File: src/sv/bvtm_pkg.sv
// Shared types and constants of the box variance threshold map.
package bvtm_pkg;

    // Field widths of the stream items
    localparam int PIX_W      = 8;
    localparam int ORG_W      = 10;
    localparam int VAR_W      = 30;
    localparam int S_TDATA_W  = 8;
    localparam int M_TDATA_W  = 56;
    localparam int S_TUSER_W  = 2;
    localparam int M_TUSER_W  = 2;
    localparam int M_PAD_W    = M_TDATA_W - 2 * ORG_W - VAR_W;

    // Sum widths: wide enough that the variance stays exact modulo 2^VAR_W
    localparam int SUM_W      = VAR_W - 1;
    localparam int SQ_W       = VAR_W;

    // Configuration port
    localparam int DIM_W      = 11;
    localparam int THR_W      = 14;
    localparam int CFG_IDX_W  = 2;
    localparam int CFG_DATA_W = 14;

    localparam logic [CFG_IDX_W-1:0] REG_LINE_WIDTH   = 2'd0;
    localparam logic [CFG_IDX_W-1:0] REG_FRAME_HEIGHT = 2'd1;
    localparam logic [CFG_IDX_W-1:0] REG_THRESHOLD    = 2'd2;
    localparam logic [CFG_IDX_W-1:0] REG_ROW_LIMIT    = 2'd3;

    localparam logic [DIM_W-1:0] RST_LINE_WIDTH   = 11'd640;
    localparam logic [DIM_W-1:0] RST_FRAME_HEIGHT = 11'd480;
    localparam logic [THR_W-1:0] RST_THRESHOLD    = 14'd30;
    localparam logic [DIM_W-1:0] RST_ROW_LIMIT    = 11'd160;

    // Output queue
    localparam int OUT_DEPTH  = 8;
    localparam int OUT_PTR_W  = 3;
    localparam int OUT_CNT_W  = 4;

    // One column entry: pixel sum and square sum of the last rows
    typedef struct packed {
        logic [SQ_W-1:0]  sq;
        logic [SUM_W-1:0] sum;
    } t_col;

    // Per-pixel control carried from the column stage to the window stage
    typedef struct packed {
        logic             win;
        logic             mask;
        logic             first;
        logic             sub;
        logic             row_ok;
        logic [ORG_W-1:0] ox;
        logic [ORG_W-1:0] oy;
    } t_win_ctl;

    // One result item
    typedef struct packed {
        logic             window_valid;
        logic             above_threshold;
        logic [ORG_W-1:0] origin_x;
        logic [ORG_W-1:0] origin_y;
        logic [VAR_W-1:0] scaled_variance;
    } t_result;

endpackage

File: src/sv/bvtm_window.sv
// Sliding window sums over the column stream, scaled variance and threshold flag.
module bvtm_window #(
    parameter int WINDOW = 16,
    parameter int TSW    = 31
) (
    input  logic               i_clk,
    input  logic               i_rst_n,
    input  logic               i_valid,
    input  bvtm_pkg::t_win_ctl i_ctl,
    input  bvtm_pkg::t_col     i_col,
    input  logic [TSW-1:0]     i_thr,
    output logic               o_valid,
    output bvtm_pkg::t_result  o_res
);
    import bvtm_pkg::*;

    localparam int N    = WINDOW * WINDOW;
    localparam int NW   = $clog2(N + 1);
    localparam int SSW  = 2 * SUM_W;
    localparam int NQW  = SQ_W + NW;
    localparam int CMPW = (TSW > VAR_W) ? TSW : VAR_W;

    // Window accumulators and the row of the last WINDOW column updates
    logic [SUM_W-1:0] r_ws;
    logic [SQ_W-1:0]  r_wq;
    t_col             r_dl [0:WINDOW-1];
    t_col             sub_col;
    logic [SUM_W-1:0] ws_n;
    logic [SQ_W-1:0]  wq_n;

    logic             r3_v;
    t_win_ctl         r3_ctl;
    logic [SUM_W-1:0] r3_s;
    logic [SQ_W-1:0]  r3_q;
    logic [SSW-1:0]   ss_full;
    logic [NQW-1:0]   nq_full;

    logic             r4_v;
    t_win_ctl         r4_ctl;
    logic [VAR_W-1:0] r4_ss;
    logic [VAR_W-1:0] r4_nq;
    logic [VAR_W-1:0] var_raw, var_m;
    t_result          res;

    // Slide the window: restart at column zero, else add new and drop oldest column
    always_comb begin
        sub_col = i_ctl.sub ? r_dl[WINDOW-1] : '0;
        ws_n    = i_ctl.first ? i_col.sum : r_ws + i_col.sum - sub_col.sum;
        wq_n    = i_ctl.first ? i_col.sq  : r_wq + i_col.sq  - sub_col.sq;
    end

    always_ff @(posedge i_clk) begin
        if (i_valid) begin
            r_ws    <= ws_n;
            r_wq    <= wq_n;
            r_dl[0] <= i_col;
            for (int k = 1; k < WINDOW; k++) begin
                r_dl[k] <= r_dl[k-1];
            end
            r3_ctl  <= i_ctl;
            r3_s    <= ws_n;
            r3_q    <= wq_n;
        end
    end

    // Square of the sum and area times the square sum
    always_comb begin
        ss_full = SSW'(r3_s) * SSW'(r3_s);
        nq_full = NQW'(r3_q) * NQW'(N);
    end

    always_ff @(posedge i_clk) begin
        if (r3_v) begin
            r4_ctl <= r3_ctl;
            r4_ss  <= ss_full[VAR_W-1:0];
            r4_nq  <= nq_full[VAR_W-1:0];
        end
    end

    // Form the variance, apply mask and compare against the scaled threshold
    always_comb begin
        var_raw = r4_nq - r4_ss;
        var_m   = r4_ctl.mask ? var_raw : '0;
        res     = '0;
        if (r4_ctl.win) begin
            res.window_valid    = 1'b1;
            res.origin_x        = r4_ctl.ox;
            res.origin_y        = r4_ctl.oy;
            res.scaled_variance = var_m;
            res.above_threshold = r4_ctl.row_ok && (CMPW'(var_m) > CMPW'(i_thr));
        end
    end

    always_ff @(posedge i_clk) begin
        if (r4_v) begin
            o_res <= res;
        end
    end

    // Stage valid chain
    always_ff @(posedge i_clk) begin
        if (!i_rst_n) begin
            r3_v    <= 1'b0;
            r4_v    <= 1'b0;
            o_valid <= 1'b0;
        end else begin
            r3_v    <= i_valid;
            r4_v    <= r3_v;
            o_valid <= r4_v;
        end
    end

endmodule

File: config.mk
export PLATFORM = sky130hd
export DESIGN_NAME = bvtm_window
export DESIGN_NICKNAME = d
export VERILOG_FILES = /design/src/sv/bvtm_pkg.sv /design/src/sv/bvtm_window.sv
export SDC_FILE = /design/constraint.sdc
export NUM_CORES = 2
export LEC_CHECK = 0
export ABC_AREA = 0
export BUFFER_PORTS_ARGS = -buffer_cell sky130_fd_sc_hd__buf_2
export CORE_ASPECT_RATIO = 1.25
export CORE_UTILIZATION = 45
export DETAILED_ROUTE_END_ITERATION = 7
export PLACE_DENSITY_LB_ADDON = 0.25
export SYNTH_ARGS = -nofsm -noshare
export SYNTH_HDL_FRONTEND = slang
export SYNTH_SLANG_ARGS = --single-unit
File: constraint.sdc
create_clock -name i_clk -period 21.5 [get_ports i_clk]
set_clock_uncertainty 0.1 [all_clocks]
set_input_delay 2.15 -clock i_clk [delete_from_list [all_inputs] [get_ports i_clk]]
set_output_delay 2.15 -clock i_clk [all_outputs]
set_load 0.02 [all_outputs]
After elaboration in Yosys (flattened, before gate mapping). Memories as Yosys holds them, arrays and structs flattened. Index checks and enable logic that the tools add are counted.

Add/sub/neg operators: 5. Multiply operators: 1. Magnitude comparators: 1. Multiplexer cells: 7. Reduce and logical (&&, ||, !) cells: 1.

Operators by type and width (number): two-way mux 30 bit (2); subtractor 30 bit (2); two-way mux 59 bit (1); two-way mux 52 bit (1); > comparator 30 x 31 -> 1 bit (1); adder 30 bit (1); multiplier 29 x 29 -> 30 bit (1); adder 29 bit (1); two-way mux 29 bit (1); subtractor 29 bit (1); two-way mux 1 bit (2); logical AND 1 bit (1).

Flip-flop bits (word level): 212. Bits in writable memories: 944. Input bits: 118. Output and inout port bits: 53. Logic and storage cells: 38. Memories: 1.

Memories: r_dl (words 16, bits a word 59, rd ports 16, clocked after Yosys merged registers in 0, write ports 16, line bvtm_window.sv:26) `t_col r_dl [0:WINDOW-1];`.

Logic depth before layout (Yosys ltp).
Word-level depth: 5. Gate-level depth with buffers: 31. Mapped depth without buffers: 29.

Worst setup path before layout. Ideal clock, no wire load.

Path type: register -> register. From: register r3_s[10]. To: register r4_ss[29], data pin. Setup time: 260 ps. Arrival time: 7041 ps. Data required time: 21140 ps. Path slack: 14099 ps. Stages on the path, launching flop included: 28. Buffers on the path: 3. Clock period less this slack: 7401 ps. Path through: edfxtp_1 -> clkbuf_1 -> inv_1 -> clkbuf_1 -> nor2_1 -> fa_1 -> fa_1 -> fa_1 -> inv_1 -> fa_1 -> inv_1 -> fa_1 -> inv_1 -> fa_1 -> inv_1 -> fa_1 -> fa_1 -> ha_1 -> clkbuf_1 -> nand4_1 -> nor2_1 -> a2111o_1 -> a31o_1 -> a41oi_1 -> a21oi_1 -> a21o_1 -> a21oi_1 -> xnor2_1.

Longest elaborated chain between the ends: 1.

RTL lines: start, declared (line bvtm_window.sv:33) `logic [SUM_W-1:0] r3_s;`; start signal, assigned (line bvtm_window.sv:61) `r3_s <= ws_n;`; multiplier 29 x 29 -> 30 bit (line bvtm_window.sv:68) `ss_full = SSW'(r3_s) * SSW'(r3_s);`; net ss_full[29] (line bvtm_window.sv:35) `logic [SSW-1:0] ss_full;`; end signal, assigned (line bvtm_window.sv:75) `r4_ss <= ss_full[VAR_W-1:0];`; end, declared (line bvtm_window.sv:40) `logic [VAR_W-1:0] r4_ss;`.

The timed path passes the listed nets, and every way through them passes these cells. A chain may end at the register's enable or synchronous reset.

Final worst setup path.
From: register r3_s[4]. To: register r4_ss[29], data pin.

Same word-level chain as after synthesis.

==> flow_summary.toml <==
[sta]
finalCritPeriodShare_pct = 41.0
setup_tns_ns = 0
maxSlewViolCount = 0
maxSlewHeadroom_pct = 25.5
tightest_slew_ns = 1.12
hold_viol_final = 0
min_period_ns = 8.82
grt_setup_unrepaired = "false"
setup_slack_ns = 12.68
finalSetupViolCount = 0
fin_worst_hold_slack_ns = 0.299
fmax_ghz = 0.113

[global_routing]
grt_pass1_vias = 26200
grt_start_max_net_pins = 210
antenna_found_initial = 8
grt_overflow_total = 0
groute.usage.overall_pct = 16.7
grt_pass1_wl_um = 143000

[cts]
post_cts_resized = 0
postCtsSetupRepairBufs = 0
cts.path.max_buffers = 3
hold_buffers = 0
htreeDepth = 3
cts_tree = "done"
clkTransAtPathRegs_ns = 0.06
cts_made_buffers = 96
clk_latency_ns = 0.70
cts_sinks = 1019
root_buffer = "clkbuf_16"

[detailed_routing]
detail-route-antenna-nets = 0
dr_wl_met2_um = 43400
finalWirelength_um = 89900
met1_length_um = 39600
num_vias = 25100
avgViaCountPerCell = 4.89
routed-wl-met3_um = 4350
drc = 0
highest_layer = "met5"
dr.pass1.iters = 5
drtIter0Drc = 1535
wl_per_cell_um = 17.5

[finish]
fillers = 9228
nets = 4329
seq_area_mm2 = 0.0306
drive_above_1_share_pct = 9.04
design_area_mm2 = 0.0552
area_growth_pct = 11.2
multi_input_area_mm2 = 0.0162

[worst_setup_path]
crit_fanout = 15
cp-startpoint = "r3_s[4]"
critPathKind = "reg -> reg"
crit_end = "r4_ss[29]"
r2r_cells = 24
crit_path_end_kind = "register"
r2r_end = "r4_ss[29]"
worst-r2r-setup-slack_ns = 12.68
startpoint_type = "register"
critPathArrivalTime_ns = 9.16
r2r_start = "r3_s[4]"
crit_required_ns = 21.84

[die]
die_area_mm2 = 0.112
die_y_um = 373
io_pins = 171
die_w_um = 299
core_area_mm2 = 0.109
rows = 135
start_util_pct = 45.6

[place]
dpl_cell_area_mm2 = 0.0522
dp_slack_ns = 12.63
place_congestion = 0.878
dpl.hpwl_um = 63100
port_buffers = 162

[synth]
ys_types = 74
synth_commonest_cells = "edfxtp_1, inv_1, fa_1"
synthCells = 3404
ys_warn_count = 0
synth_edf_count = 1016
synth_top_cell_area_share_pct = 61.5
seq_area_frac_synth_pct = 61.6
synth_area_per_cell_um2 = 14.6
syn_area_mm2 = 0.0496
yosys-top-cells-area = "edfxtp_1, fa_1, ha_1"
ys.flop_type = "edfxtp_1"
syn-num-nets = 4112
async_reset_ff_share_pct = 0
ys_ff_latch = 1019
synth.most_common_cell = "edfxtp_1"
yosys.area.top_type = "edfxtp_1"

[run]
cap_violations = 0

[outcome]
status = "completed"

[hold_path]
holdCritStartpoint = "r_dl[1][337]"
worstHoldPathType = "reg -> reg"
==> registers in the layout, summed over array words and instances (netlist names) <==
name     flops
o_res       52
o_valid      1
r3_ctl      23
r3_q        22
r3_s        29
r3_v         1
r4_ctl      23
r4_nq       22
r4_ss       29
r4_v         1
r_dl       816
==> stage by stage <==
step | util, % | instances
floorplan | - | 3404
global placement | 48.0 | 4961
detailed placement | 48.0 | 4961
CTS | 50.7 | 5131
global route | 50.7 | 5131
finish | 50.7 | 5132
==> area by class of cell <==
cell class	count	share of cell area, %
sequential	1019	55.4
multi-input combinational	1630	29.4
inverter	694	4.72
clock buffer	119	4.66
tap	1438	3.26
timing repair buffer	180	1.76
clock inverter	51	0.823
antenna	1	0.00453
==> cells by family after synthesis <==
group / share of synthesized area (%)
AO/OA/AOI/OAI: 4.08
XOR/XNOR: 2.24
adder cells (fa/ha/maj): 20.4
buffers and inverters: 5.71
flip-flops: 61.6
multiplexers: 0.189
AND/OR/NAND/NOR: 5.73
==> worst min path at each step <==
stage	slack [ns]	endpoint	depth (start not counted)
2_1_floorplan	0.30	r4_ctl[0]	0
3_3_place_gp	0.30	r_dl[0][345]	0
3_5_place_dp	0.30	r4_ctl[9]	0
4_1_cts	0.29	r_dl[0][86]	0
5_1_grt	0.31	r_dl[0][86]	0
6_report	0.30	r_dl[1][396]	0
==> cells in the final DEF, fill, tap and decap left out, types with 7 or more instances in the layout <==
master / netlist / final
and2_1: 104 / 104
buf_2: 0 / 160
o31ai_1: 7 / 7
nor2b_1: 13 / 13
o21ai_0: 67 / 67
buf_4: 0 / 18
a211oi_1: 12 / 12
nand3_1: 18 / 18
a31oi_1: 13 / 13
nand2_1: 207 / 207
inv_1: 687 / 687
edfxtp_1: 1016 / 1016
clkbuf_1: 57 / 19
clkinv_1: 5 / 27
a21o_1: 47 / 47
o21a_1: 19 / 19
nor3_1: 21 / 21
nor2_1: 147 / 147
ha_1: 222 / 222
o21ai_1: 13 / 13
xor2_1: 42 / 42
nand2b_1: 12 / 12
xnor2_1: 85 / 85
fa_1: 368 / 368
a21oi_1: 74 / 74
or3_1: 8 / 8
clkinv_2: 0 / 11
clkbuf_16: 0 / 100
nand4_1: 8 / 8
o21bai_1: 12 / 12
and3_1: 30 / 30
==> metal layers <==
metal / vias up / global-route usage [%]
met3: 147 / 3.09
met1: 12600 / 22.2
met2: 526 / 27.4
met4: 2 / 5.76
li1: 11800 / -
met5: - / 0
==> critical path, cell delays in order (launching register included) <==
cell and delay [ns]:
edfxtp_1 0.96, inv_1 0.75, nor2_1 0.58, fa_1 0.51
fa_1 0.45, fa_1 0.55, inv_1 0.05, fa_1 0.49
inv_1 0.06, fa_1 0.46, ha_1 0.30, fa_1 0.49
inv_1 0.05, fa_1 0.50, inv_1 0.05, ha_1 0.35
a21o_1 0.21, a21o_1 0.19, a2111o_1 0.39, a31o_1 0.23
a41oi_1 0.25, a21oi_1 0.14, a21o_1 0.19, a21oi_1 0.16
xnor2_1 0.09
Power is not shown: default switching activity piles up to over one toggle a cycle in this logic, so the estimate is an artifact.
